**src/ble_advert_filter_table_unit_assert.svh**
```systemverilog
// ----------------------------------------------------------------------------
// BLE advertising filter: assertion macros
// Shared concurrent assertion forms; clk and rst_n come from the using module.
// ----------------------------------------------------------------------------
`ifndef BLE_ADVERT_FILTER_TABLE_UNIT_ASSERT_SVH
`define BLE_ADVERT_FILTER_TABLE_UNIT_ASSERT_SVH

// same-cycle implication
`define BLEAFT_ASSERT_IMPL(label, ante, cons, msg) \
  label: assert property (@(posedge clk) disable iff (!rst_n) (ante) |-> (cons)) \
    else $error(msg);

// next-cycle implication
`define BLEAFT_ASSERT_NEXT(label, ante, cons, msg) \
  label: assert property (@(posedge clk) disable iff (!rst_n) (ante) |=> (cons)) \
    else $error(msg);

`endif

```
**src/bleaft_pkg.sv**
```systemverilog
// ----------------------------------------------------------------------------
// BLE advertising filter package
// Shared widths, codes and the token that walks the device table chain.
// ----------------------------------------------------------------------------
package bleaft_pkg;

  localparam int ADDR_W     = 48;
  localparam int RSSI_W     = 8;
  localparam int SLOT_W     = 4;
  localparam int CFG_DATA_W = 64;
  localparam int CFG_IDX_W  = 2;
  localparam int UUID_W     = 16;
  localparam int PLEN_W     = 4;
  localparam int NAME_MAX   = 31;

  typedef logic [CFG_IDX_W-1:0] cfg_idx_t;
  localparam cfg_idx_t CFG_SERVICE_UUID  = 2'd0;
  localparam cfg_idx_t CFG_COMPANY_ID    = 2'd1;
  localparam cfg_idx_t CFG_NAME_PREFIX   = 2'd2;
  localparam cfg_idx_t CFG_PREFIX_LENGTH = 2'd3;

  localparam logic [UUID_W-1:0] SERVICE_UUID_RST = 16'hFDD0;
  localparam logic [UUID_W-1:0] COMPANY_ID_RST   = 16'hFFFF;

  localparam logic [7:0] AD_TYPE_NAME   = 8'h09;
  localparam logic [7:0] AD_TYPE_UUID16 = 8'h03;
  localparam logic [7:0] AD_TYPE_MANUF  = 8'hFF;

  typedef enum logic [1:0] {
    KIND_OTHER = 2'd0,
    KIND_NAME  = 2'd1,
    KIND_UUID  = 2'd2,
    KIND_MANUF = 2'd3
  } field_kind_t;

  typedef enum logic [3:0] {
    PH_LEN  = 4'b0001,
    PH_TYPE = 4'b0010,
    PH_BODY = 4'b0100,
    PH_END  = 4'b1000
  } parse_phase_t;

  typedef enum logic [1:0] {
    TOK_NONE   = 2'd0,
    TOK_CLEAR  = 2'd1,
    TOK_LOOKUP = 2'd2,
    TOK_PASS   = 2'd3
  } tok_kind_t;

  typedef struct packed {
    tok_kind_t                 kind;
    logic [ADDR_W-1:0]         addr;
    logic signed [RSSI_W-1:0]  rssi;
    logic                      done;
    logic                      added;
    logic [SLOT_W-1:0]         slot;
  } tok_t;

endpackage

```
**src/bleaft_if.sv**
```systemverilog
// ----------------------------------------------------------------------------
// BLE advertising filter channel interfaces
// Valid/ready channels for payload bytes in and classification results out.
// ----------------------------------------------------------------------------
interface bleaft_in_if;
  logic              valid;
  logic              ready;
  logic              cmd;
  logic [7:0]        data_byte;
  logic              last_byte;
  logic [47:0]       device_address;
  logic signed [7:0] signal_strength;

  modport source (output valid, cmd, data_byte, last_byte, device_address, signal_strength,
                  input ready);
  modport sink   (input valid, cmd, data_byte, last_byte, device_address, signal_strength,
                  output ready);
endinterface

interface bleaft_out_if;
  logic              valid;
  logic              ready;
  logic              is_match;
  logic [47:0]       match_address;
  logic signed [7:0] match_strength;
  logic [3:0]        slot;
  logic              newly_added;
  logic              table_full;

  modport source (output valid, is_match, match_address, match_strength, slot, newly_added,
                  table_full, input ready);
  modport sink   (input valid, is_match, match_address, match_strength, slot, newly_added,
                  table_full, output ready);
endinterface

```
**src/bleaft_parser.sv**
```systemverilog
// ----------------------------------------------------------------------------
// BLE advertising filter: AD structure parser
// Walks length-type-value fields byte by byte and issues one token per
// advertisement (or per table clear) into the device table chain.
// ----------------------------------------------------------------------------
`include "ble_advert_filter_table_unit_assert.svh"

module bleaft_parser import bleaft_pkg::*; #(
  parameter int PREFIX_BYTES = 8
) (
  input  logic                      clk,
  input  logic                      rst_n,
  input  logic                      advance,
  input  logic                      accept,
  input  logic                      cmd,
  input  logic [7:0]                data_byte,
  input  logic                      last_byte,
  input  logic [ADDR_W-1:0]         device_address,
  input  logic signed [RSSI_W-1:0]  signal_strength,
  input  logic [UUID_W-1:0]         service_uuid,
  input  logic [UUID_W-1:0]         company_id,
  input  logic [8*PREFIX_BYTES-1:0] name_prefix,
  input  logic [PLEN_W-1:0]         prefix_length,
  output tok_t                      tok_o
);

  localparam int          PIDX_W     = (PREFIX_BYTES > 1) ? $clog2(PREFIX_BYTES) : 1;
  localparam logic [7:0]  NAME_MAX_B = 8'(NAME_MAX);
  localparam logic [PLEN_W-1:0] PB_CAP = PLEN_W'(PREFIX_BYTES);

  parse_phase_t phase_r, phase_nxt;
  logic [7:0]   left_r, left_nxt;
  field_kind_t  kind_r, kind_nxt;
  logic [7:0]   bif_r, bif_nxt;
  logic         cok_r, cok_nxt;
  logic         nim_r, nim_nxt;
  logic [7:0]   low_r, low_nxt;
  logic         found_r, found_nxt;
  tok_t         tok_r, tok_nxt;

  logic [PLEN_W-1:0] plen;
  logic [PIDX_W-1:0] pidx;
  logic [7:0]        want;
  logic              in_prefix;

  assign plen      = (prefix_length > PB_CAP) ? PB_CAP : prefix_length;
  assign pidx      = bif_r[PIDX_W-1:0];
  assign want      = name_prefix[{pidx, 3'b000} +: 8];
  assign in_prefix = bif_r < {4'd0, plen};

  always_comb begin
    phase_nxt = phase_r;
    left_nxt  = left_r;
    kind_nxt  = kind_r;
    bif_nxt   = bif_r;
    cok_nxt   = cok_r;
    nim_nxt   = nim_r;
    low_nxt   = low_r;
    found_nxt = found_r;
    tok_nxt   = '0;
    if (accept) begin
      if (cmd) begin
        tok_nxt.kind = TOK_CLEAR;
      end else begin
        unique case (phase_r)
          PH_LEN: begin
            if (data_byte == 8'd0) begin
              phase_nxt = PH_END;
            end else begin
              left_nxt  = data_byte;
              phase_nxt = PH_TYPE;
            end
          end
          PH_TYPE: begin
            case (data_byte)
              AD_TYPE_NAME:   kind_nxt = KIND_NAME;
              AD_TYPE_UUID16: kind_nxt = KIND_UUID;
              AD_TYPE_MANUF:  kind_nxt = KIND_MANUF;
              default:        kind_nxt = KIND_OTHER;
            endcase
            bif_nxt   = 8'd0;
            left_nxt  = left_r - 8'd1;
            phase_nxt = (left_r == 8'd1) ? PH_LEN : PH_BODY;
          end
          PH_BODY: begin
            case (kind_r)
              KIND_NAME: begin
                // a name with any data byte restarts the comparison
                if (bif_r == 8'd0) begin
                  cok_nxt = 1'b1;
                  nim_nxt = 1'b0;
                end
                if (bif_r < NAME_MAX_B) begin
                  if (data_byte == 8'd0) begin
                    bif_nxt = NAME_MAX_B;
                  end else begin
                    if (in_prefix && (want != data_byte)) cok_nxt = 1'b0;
                    nim_nxt = cok_nxt && ((bif_r + 8'd1) >= {4'd0, plen});
                    bif_nxt = bif_r + 8'd1;
                  end
                end
              end
              KIND_UUID: begin
                if (!bif_r[0]) low_nxt = data_byte;
                else if ({data_byte, low_r} == service_uuid) found_nxt = 1'b1;
                if (bif_r != 8'hFF) bif_nxt = bif_r + 8'd1;
              end
              KIND_MANUF: begin
                if (bif_r == 8'd0) low_nxt = data_byte;
                else if ((bif_r == 8'd1) && ({data_byte, low_r} == company_id))
                  found_nxt = 1'b1;
                if (bif_r != 8'hFF) bif_nxt = bif_r + 8'd1;
              end
              default: begin
                if (bif_r != 8'hFF) bif_nxt = bif_r + 8'd1;
              end
            endcase
            left_nxt = left_r - 8'd1;
            if (left_r == 8'd1) phase_nxt = PH_LEN;
          end
          PH_END: ;
          default: ;
        endcase
        if (last_byte) begin
          tok_nxt.kind = (nim_nxt || found_nxt) ? TOK_LOOKUP : TOK_PASS;
          tok_nxt.addr = device_address;
          tok_nxt.rssi = signal_strength;
          phase_nxt    = PH_LEN;
          left_nxt     = 8'd0;
          kind_nxt     = KIND_OTHER;
          bif_nxt      = 8'd0;
          cok_nxt      = 1'b0;
          nim_nxt      = 1'b0;
          low_nxt      = 8'd0;
          found_nxt    = 1'b0;
        end
      end
    end
  end

  always_ff @(posedge clk) begin
    if (!rst_n) begin
      phase_r <= PH_LEN;
      left_r  <= 8'd0;
      kind_r  <= KIND_OTHER;
      bif_r   <= 8'd0;
      cok_r   <= 1'b0;
      nim_r   <= 1'b0;
      low_r   <= 8'd0;
      found_r <= 1'b0;
      tok_r   <= '0;
    end else if (advance) begin
      phase_r <= phase_nxt;
      left_r  <= left_nxt;
      kind_r  <= kind_nxt;
      bif_r   <= bif_nxt;
      cok_r   <= cok_nxt;
      nim_r   <= nim_nxt;
      low_r   <= low_nxt;
      found_r <= found_nxt;
      tok_r   <= tok_nxt;
    end
  end

  assign tok_o = tok_r;

  `BLEAFT_ASSERT_NEXT(a_restart_after_last, accept && !cmd && last_byte,
    phase_r == PH_LEN && !found_r && !nim_r && tok_r.kind != TOK_NONE, "parser not reset after last byte")

endmodule

```
**src/bleaft_cell.sv**
```systemverilog
// ----------------------------------------------------------------------------
// BLE advertising filter: device table cell
// Holds one table entry; refreshes it, claims it, or clears it as tokens
// pass through, then hands the token to the next cell.
// ----------------------------------------------------------------------------
`include "ble_advert_filter_table_unit_assert.svh"

module bleaft_cell import bleaft_pkg::*; #(
  parameter int IDX = 0
) (
  input  logic clk,
  input  logic rst_n,
  input  logic advance,
  input  tok_t tok_i,
  output tok_t tok_o
);

  localparam logic [SLOT_W-1:0] SLOT_NUM = SLOT_W'(IDX);

  logic                     valid_r, valid_nxt;
  logic [ADDR_W-1:0]        addr_r, addr_nxt;
  logic signed [RSSI_W-1:0] strength_r, strength_nxt;
  tok_t                     tok_r, tok_nxt;
  logic                     hit;

  assign hit = valid_r && (addr_r == tok_i.addr);

  // valid entries always form a prefix of the chain, so the first empty cell
  // reached by an unresolved lookup is the first free slot
  always_comb begin
    valid_nxt    = valid_r;
    addr_nxt     = addr_r;
    strength_nxt = strength_r;
    tok_nxt      = tok_i;
    case (tok_i.kind)
      TOK_CLEAR: valid_nxt = 1'b0;
      TOK_LOOKUP: begin
        if (!tok_i.done) begin
          if (hit) begin
            strength_nxt = tok_i.rssi;
            tok_nxt.done = 1'b1;
            tok_nxt.slot = SLOT_NUM;
          end else if (!valid_r) begin
            valid_nxt     = 1'b1;
            addr_nxt      = tok_i.addr;
            strength_nxt  = tok_i.rssi;
            tok_nxt.done  = 1'b1;
            tok_nxt.added = 1'b1;
            tok_nxt.slot  = SLOT_NUM;
          end
        end
      end
      default: ;
    endcase
  end

  always_ff @(posedge clk) begin
    if (!rst_n) begin
      valid_r <= 1'b0;
      tok_r   <= '0;
    end else if (advance) begin
      valid_r <= valid_nxt;
      tok_r   <= tok_nxt;
    end
  end

  always_ff @(posedge clk) begin
    if (advance) begin
      addr_r     <= addr_nxt;
      strength_r <= strength_nxt;
    end
  end

  assign tok_o = tok_r;

  `BLEAFT_ASSERT_NEXT(a_claim_free_slot,
    advance && tok_i.kind == TOK_LOOKUP && !tok_i.done && !valid_r,
    valid_r && tok_r.added && addr_r == $past(tok_i.addr), "free slot not claimed")

endmodule

```
**src/ble_advert_filter_table_unit.sv**
```systemverilog
// ----------------------------------------------------------------------------
// BLE advertising filter with device table
// Parses advertising payload bytes and keeps a table of matching devices.
// ----------------------------------------------------------------------------
// Takes one transaction per clock while the chain is not held. Each
// advertisement's result passes from its last byte through the parser's
// token register, the register in every table cell of the chain that holds
// the device table, and the output register. Table clears travel the same
// chain, so results always reflect every clear and insert taken before them.
// When a result waits unaccepted in the output register and the next result
// has reached the end of the chain, the whole chain holds and input ready
// drops in the same cycle.
`include "ble_advert_filter_table_unit_assert.svh"

module ble_advert_filter_table_unit import bleaft_pkg::*; #(
  parameter int DEVICE_SLOTS = 16,
  parameter int PREFIX_BYTES = 8
) (
  input  logic                  clk,
  input  logic                  rst_n,
  bleaft_in_if.sink             in_chan,
  bleaft_out_if.source          out_chan,
  input  logic                  cfg_we,
  input  logic [CFG_IDX_W-1:0]  cfg_index,
  input  logic [CFG_DATA_W-1:0] cfg_data
);

  logic [UUID_W-1:0]         service_uuid_r;
  logic [UUID_W-1:0]         company_id_r;
  logic [8*PREFIX_BYTES-1:0] name_prefix_r;
  logic [PLEN_W-1:0]         prefix_length_r;

  always_ff @(posedge clk) begin
    if (!rst_n) begin
      service_uuid_r  <= SERVICE_UUID_RST;
      company_id_r    <= COMPANY_ID_RST;
      name_prefix_r   <= '0;
      prefix_length_r <= '0;
    end else if (cfg_we) begin
      unique case (cfg_index)
        CFG_SERVICE_UUID:  service_uuid_r  <= cfg_data[UUID_W-1:0];
        CFG_COMPANY_ID:    company_id_r    <= cfg_data[UUID_W-1:0];
        CFG_NAME_PREFIX:   name_prefix_r   <= cfg_data[8*PREFIX_BYTES-1:0];
        CFG_PREFIX_LENGTH: prefix_length_r <= cfg_data[PLEN_W-1:0];
        default: ;
      endcase
    end
  end

  tok_t chain [DEVICE_SLOTS+1];
  tok_t tail;
  logic tail_res;
  logic advance;
  logic accept;

  logic                     out_valid_r;
  logic                     out_is_match_r;
  logic [ADDR_W-1:0]        out_addr_r;
  logic signed [RSSI_W-1:0] out_strength_r;
  logic [SLOT_W-1:0]        out_slot_r;
  logic                     out_added_r;
  logic                     out_full_r;

  assign tail     = chain[DEVICE_SLOTS];
  assign tail_res = (tail.kind == TOK_LOOKUP) || (tail.kind == TOK_PASS);
  assign advance  = !(out_valid_r && !out_chan.ready && tail_res);
  assign accept   = in_chan.valid && advance;
  assign in_chan.ready = advance;

  bleaft_parser #(
    .PREFIX_BYTES (PREFIX_BYTES)
  ) u_parser (
    .clk             (clk),
    .rst_n           (rst_n),
    .advance         (advance),
    .accept          (accept),
    .cmd             (in_chan.cmd),
    .data_byte       (in_chan.data_byte),
    .last_byte       (in_chan.last_byte),
    .device_address  (in_chan.device_address),
    .signal_strength (in_chan.signal_strength),
    .service_uuid    (service_uuid_r),
    .company_id      (company_id_r),
    .name_prefix     (name_prefix_r),
    .prefix_length   (prefix_length_r),
    .tok_o           (chain[0])
  );

  for (genvar i = 0; i < DEVICE_SLOTS; i++) begin : g_cell
    bleaft_cell #(
      .IDX (i)
    ) u_cell (
      .clk     (clk),
      .rst_n   (rst_n),
      .advance (advance),
      .tok_i   (chain[i]),
      .tok_o   (chain[i+1])
    );
  end

  always_ff @(posedge clk) begin
    if (!rst_n) begin
      out_valid_r <= 1'b0;
    end else if (advance && tail_res) begin
      out_valid_r <= 1'b1;
    end else if (out_chan.ready) begin
      out_valid_r <= 1'b0;
    end
  end

  always_ff @(posedge clk) begin
    if (advance && tail_res) begin
      out_is_match_r <= (tail.kind == TOK_LOOKUP);
      out_addr_r     <= tail.addr;
      out_strength_r <= tail.rssi;
      out_slot_r     <= tail.slot;
      out_added_r    <= tail.added;
      out_full_r     <= (tail.kind == TOK_LOOKUP) && !tail.done;
    end
  end

  assign out_chan.valid          = out_valid_r;
  assign out_chan.is_match       = out_is_match_r;
  assign out_chan.match_address  = out_addr_r;
  assign out_chan.match_strength = out_strength_r;
  assign out_chan.slot           = out_slot_r;
  assign out_chan.newly_added    = out_added_r;
  assign out_chan.table_full     = out_full_r;

  `BLEAFT_ASSERT_IMPL(a_added_or_full, out_valid_r, !(out_added_r && out_full_r),
    "result both added and dropped")
  `BLEAFT_ASSERT_IMPL(a_nomatch_clean, out_valid_r && !out_is_match_r,
    out_slot_r == '0 && !out_added_r && !out_full_r, "non-match carries table status")

endmodule

```
**src/flat_wrapper.sv**
```systemverilog
// flat-port wrapper written by rule: the top's interface ports become plain ports
module ble_advert_filter_table_unit_flat import bleaft_pkg::*;
#(
  parameter int DEVICE_SLOTS = 16,
  parameter int PREFIX_BYTES = 8
)
  (clk, rst_n, cfg_we, cfg_index, cfg_data, in_chan_valid, in_chan_cmd, in_chan_data_byte, in_chan_last_byte, in_chan_device_address, in_chan_signal_strength, in_chan_ready, out_chan_valid, out_chan_is_match, out_chan_match_address, out_chan_match_strength, out_chan_slot, out_chan_newly_added, out_chan_table_full, out_chan_ready);
  bleaft_in_if in_chan_i ();
  bleaft_out_if out_chan_i ();
  input  logic clk;
  input  logic rst_n;
  input  logic cfg_we;
  input  logic [CFG_IDX_W-1:0] cfg_index;
  input  logic [CFG_DATA_W-1:0] cfg_data;
  input wire logic [$bits(in_chan_i.valid)-1:0] in_chan_valid;
  input wire logic [$bits(in_chan_i.cmd)-1:0] in_chan_cmd;
  input wire logic [$bits(in_chan_i.data_byte)-1:0] in_chan_data_byte;
  input wire logic [$bits(in_chan_i.last_byte)-1:0] in_chan_last_byte;
  input wire logic [$bits(in_chan_i.device_address)-1:0] in_chan_device_address;
  input wire logic [$bits(in_chan_i.signal_strength)-1:0] in_chan_signal_strength;
  output wire logic [$bits(in_chan_i.ready)-1:0] in_chan_ready;
  output wire logic [$bits(out_chan_i.valid)-1:0] out_chan_valid;
  output wire logic [$bits(out_chan_i.is_match)-1:0] out_chan_is_match;
  output wire logic [$bits(out_chan_i.match_address)-1:0] out_chan_match_address;
  output wire logic [$bits(out_chan_i.match_strength)-1:0] out_chan_match_strength;
  output wire logic [$bits(out_chan_i.slot)-1:0] out_chan_slot;
  output wire logic [$bits(out_chan_i.newly_added)-1:0] out_chan_newly_added;
  output wire logic [$bits(out_chan_i.table_full)-1:0] out_chan_table_full;
  input wire logic [$bits(out_chan_i.ready)-1:0] out_chan_ready;
  assign in_chan_i.valid = in_chan_valid;
  assign in_chan_i.cmd = in_chan_cmd;
  assign in_chan_i.data_byte = in_chan_data_byte;
  assign in_chan_i.last_byte = in_chan_last_byte;
  assign in_chan_i.device_address = in_chan_device_address;
  assign in_chan_i.signal_strength = in_chan_signal_strength;
  assign in_chan_ready = in_chan_i.ready;
  assign out_chan_valid = out_chan_i.valid;
  assign out_chan_is_match = out_chan_i.is_match;
  assign out_chan_match_address = out_chan_i.match_address;
  assign out_chan_match_strength = out_chan_i.match_strength;
  assign out_chan_slot = out_chan_i.slot;
  assign out_chan_newly_added = out_chan_i.newly_added;
  assign out_chan_table_full = out_chan_i.table_full;
  assign out_chan_i.ready = out_chan_ready;
  ble_advert_filter_table_unit #(.DEVICE_SLOTS(DEVICE_SLOTS), .PREFIX_BYTES(PREFIX_BYTES)) u_core (.clk(clk), .rst_n(rst_n), .in_chan(in_chan_i), .out_chan(out_chan_i), .cfg_we(cfg_we), .cfg_index(cfg_index), .cfg_data(cfg_data));
endmodule
```
**config.mk**
```make
export PLATFORM = sky130hd
export DESIGN_NAME = ble_advert_filter_table_unit_flat
export DESIGN_NICKNAME = d
export VERILOG_FILES = /design/src/bleaft_pkg.sv /design/src/bleaft_if.sv /design/src/bleaft_parser.sv /design/src/bleaft_cell.sv /design/src/ble_advert_filter_table_unit.sv /design/src/flat_wrapper.sv
export VERILOG_INCLUDE_DIRS = /design/src /design/src/src
export SDC_FILE = /design/constraint.sdc
export NUM_CORES = 2
export LEC_CHECK = 0
export BUFFER_PORTS_ARGS = -buffer_cell sky130_fd_sc_hd__clkbuf_2
export CAP_MARGIN = 20
export CORE_UTILIZATION = 50
export DETAILED_ROUTE_END_ITERATION = 12
export HOLD_SLACK_MARGIN = 0.05
export PLACE_DENSITY = 0.66
export RECOVER_POWER = 25
export SLEW_MARGIN = 20
export SYNTH_ARGS = -nofsm -noshare
export SYNTH_HDL_FRONTEND = slang
export SYNTH_SLANG_ARGS = --single-unit
```
**constraint.sdc**
```tcl
create_clock -name clk -period 8 [get_ports clk]
set_clock_uncertainty 0.05 [all_clocks]
set_input_delay 0.8 -clock clk [delete_from_list [all_inputs] [get_ports clk]]
set_output_delay 0.8 -clock clk [all_outputs]
set_load 0.01 [all_outputs]
```
==> impl_metrics.py <==
metrics = {
    "run_status": {
        "status": "finished, final reports clean",
    },
    "sta": {
        "final-hold-violation-count": 0,
        "period_share_pct": 56.33,
        "grt_setup_unrepaired": "false",
        "setup_viol": 0,
        "min_period_ns": 4.506,
        "tns_ns": 0,
        "worst_slew_pin_slew_ns": 1.172,
        "fmax_ghz": 0.2219,
        "max_slew_margin_pct": 21.84,
        "slew_violations": 0,
    },
    "logic_synthesis": {
        "synthMuxAreaShare_pct": 0.4923,
        "syn_nets": 7579,
        "synth-xor-area-share_pct": 9.160,
        "synth_top_area_share_pct": 32.30,
        "synth_edf_count": 831,
        "synth_top_family_by_area": "simple AND/OR/NAND/NOR gates",
        "synth-compound-area-share_pct": 9.246,
        "ys_seq_elements": 2048,
        "synth_warnings": 0,
        "synth_area_um2": 77260,
        "synthAdderAreaFrac_pct": 0.4373,
        "synthSimpleGateAreaFrac_pct": 14.55,
        "yosys-top-cells-area": "edfxtp_1, dfxtp_1, nand2_1",
        "async_flop_share_pct": 0,
        "post_synth_num_cell_types": 70,
        "yosysSeqAreaShare_pct": 63.84,
        "synthCells": 7415,
        "synthTopCellsByCount": "nand2_1, dfxtp_1, a21oi_1",
        "ys.flop_type": "dfxtp_1",
        "syn_avg_cell_area_um2": 10.42,
        "yosysMostFrequentCell": "nand2_1",
        "yosysTopAreaCell": "edfxtp_1",
    },
    "worst_setup_path": {
        "worstPathMaxFanout": 192,
        "r2r-end": "u_core.u_parser.bif_r[7]$_SDFFE_PN0P_",
        "rr_worst_depth": 9,
        "worstSetupPathType": "reg -> out",
        "crit_arrival_ns": 3.66,
        "end_kind": "output pin",
        "crit_required_ns": 7.15,
        "worstReg2RegStart": "u_core.out_chan.valid$_SDFFE_PN0P_",
        "worstSetupStartpointType": "flip-flop",
        "worst-r2r-setup-slack_ns": 4.01,
    },
    "placed_design": {
        "globalplace.congestion": 0.8404,
        "io_buffer_count": 201,
        "dp_hpwl_um": 114900,
    },
    "detailed_routing": {
        "wl_per_cell_um": 18.35,
        "antenna_left": 0,
        "routed_wl_um": 176900,
        "dr.pass1.iters": 6,
        "drc": 0,
        "viasPerCell": 5.386,
        "vias": 51910,
        "drt-initial-drc-count": 4069,
    },
    "power_and_ir_drop": {
        "ir_drop_mv": 0.2095,
        "powerDensity_nw_per_um2": 239.5,
        "p_total_mw": 20.72,
        "leakagePower_nw": 30.90,
    },
    "cts": {
        "cts_tree": "built",
        "clk_latency_ns": 0.82,
        "cts_resized": 0,
        "clkTransAtPathRegs_ns": 0.07,
        "clockBufferDepth": 3,
        "hold_buffers": 0,
        "post-cts-setup-buffers": 0,
        "cts_max_level": 4,
        "cts_buffers": 196,
        "clock-sinks": 2048,
        "root_buffer": "clkbuf_16",
    },
    "floorplan": {
        "start_util_pct": 50.62,
        "boundaryPins": 202,
        "placementRows": 143,
        "fp.dieH_um": 395.1,
        "die_w_um": 395.1,
        "core_area_um2": 152600,
        "dieArea_um2": 156100,
    },
    "layout": {
        "nets": 7599,
        "area_growth_pct": 11.98,
        "nFillCells": 12930,
        "drive_gt1_share_pct": 7.887,
    },
    "global_routing": {
        "antenna_found_initial": 4,
        "grt_max_degree": 232,
        "overflow": 0,
        "grt_usage_pct": 22.36,
        "grt_pass1_vias": 49960,
        "grt_pass1_wl_um": 281400,
    },
    "hold_path": {
        "worstHoldPathCells": 3,
        "hold_class": "in -> reg",
        "hold_path_startpoint": "cfg_data[63]",
        "hold_end": "u_core.name_prefix_r[63]$_SDFFE_PN0P_",
    },
    "job": {
        "drv_cap": 0,
    },
}
## routing by layer
metal	GRT usage (%)	vias to the layer above	part of all wire, %	routed length (um)
met4	6.188	2	2.3	4079
met5	0	-	0.0079	14
met1	32.15	25290	46	82180
met3	3.135	247	4.6	8205
li1	-	25300	-	-
met2	35.31	1070	47	82370
## critical path: stages (launching register included)
cell	delay, ns
dfxtp_1	0.33
nor2b_1	0.29
and2_4	0.73
inv_8	0.48
buf_12	0.39
clkbuf_2	0.30
## state kept, by name, indices dropped and copies added (netlist names), 2 cells and up
signal	flops
u_core.u_parser.bif_r	8
u_core.g_cell.u_cell.addr_r	768
u_core.g_cell.u_cell.valid_r	16
u_core.u_parser.phase_r	4
u_core.u_parser.left_r	8
u_core.out_chan.match_address	48
u_core.prefix_length_r	4
u_core.name_prefix_r	64
u_core.service_uuid_r	16
u_core.u_parser.low_r	8
u_core.g_cell.u_cell.tok_o	1009
u_core.out_chan.slot	4
u_core.u_parser.kind_r	2
u_core.u_parser.tok_o	58
u_core.out_chan.match_strength	8
u_core.company_id_r	16
## final cells by class
type,instances,area [um^2],area share (%)
Clock inverter,74,949.7,1.098
Tap cell,2030,2540,2.936
Sequential cell,2048,49320,57.01
Multi-Input combinational cell,4900,26280,30.37
Antenna cell,2,5.005,0.005785
Inverter,47,191.4,0.2213
Timing Repair Buffer,242,1455,1.682
Clock buffer,296,5778,6.679
## cell usage in the layout, fill, tap and decap left out, types with 6 or more instances in the layout
master / n
nand4_1: 126
nand2_1: 2110
nand3_1: 47
xor2_1: 431
nor2b_1: 10
a21oi_1: 1055
edfxtp_1: 831
a221oi_1: 8
a211oi_1: 14
buf_4: 29
ha_1: 27
clkinv_8: 6
clkinv_2: 20
o221a_2: 20
inv_1: 45
o31a_1: 6
o21a_1: 18
clkbuf_2: 200
dfxtp_1: 1216
nor2_1: 179
clkbuf_1: 57
clkbuf_8: 37
nor3_1: 76
a31oi_1: 7
o21ai_0: 48
inv_6: 6
buf_12: 11
nor3_2: 12
mux2i_1: 29
xnor2_1: 377
o211ai_1: 12
nor4_1: 118
nand2b_1: 17
clkinv_1: 11
bufinv_16: 16
a22oi_1: 77
clkbuf_16: 202
## stage by stage
step	hold slack, ns	instance area [um^2]	utilization, %	setup slack (ns)	instances
floorplan	0.3581	77260	-	1.359	7415
global placement	0.3653	79770	52.27	3.685	9266
detailed placement	0.3639	79770	52.27	3.565	9266
CTS	0.1029	86500	56.67	3.549	9636
global route	0.1375	86510	56.69	3.288	9639
finish	0.1507	86510	56.69	3.494	9639
## worst max path at each step
stage                                       startpoint                                      endpoint  slack, ns
floorplan                               out_chan_ready  u_core.g_cell[15].u_cell.addr_r[0]$_DFFE_PP_       1.36
global placement                        out_chan_ready         u_core.u_parser.bif_r[7]$_SDFFE_PN0P_       3.69
detailed placement                      out_chan_ready         u_core.u_parser.bif_r[7]$_SDFFE_PN0P_       3.57
CTS                 u_core.out_chan.valid$_SDFFE_PN0P_                                 in_chan_ready       3.55
global route        u_core.out_chan.valid$_SDFFE_PN0P_                                 in_chan_ready       3.29
finish              u_core.out_chan.valid$_SDFFE_PN0P_                                 in_chan_ready       3.49
## report_power, final
part / total [mW] / switching, mW / leakage, nW / internal [mW]
clock network: 9.52 / 3.98 / 3.28 / 5.54
logic: 0.328 / 0.227 / 9.08 / 0.101
registers: 10.9 / 0.0412 / 18.5 / 10.8
total: 20.7 / 4.25 / 30.9 / 16.5
## logic make-up (layout without fill, tap and decap cells)
logic type / Yosys count / count (layout)
and+or+nand+nor: 2733 / 2733
DFF: 2048 / 2048
AOI/OAI and AO/OA: 1299 / 1299
xor gates and xnor gates: 808 / 808
buffers and inverters: 467 / 659
muxes: 33 / 33
adders and majority gates: 27 / 27
other: 0 / 2
(Power assumes the default switching activity.)
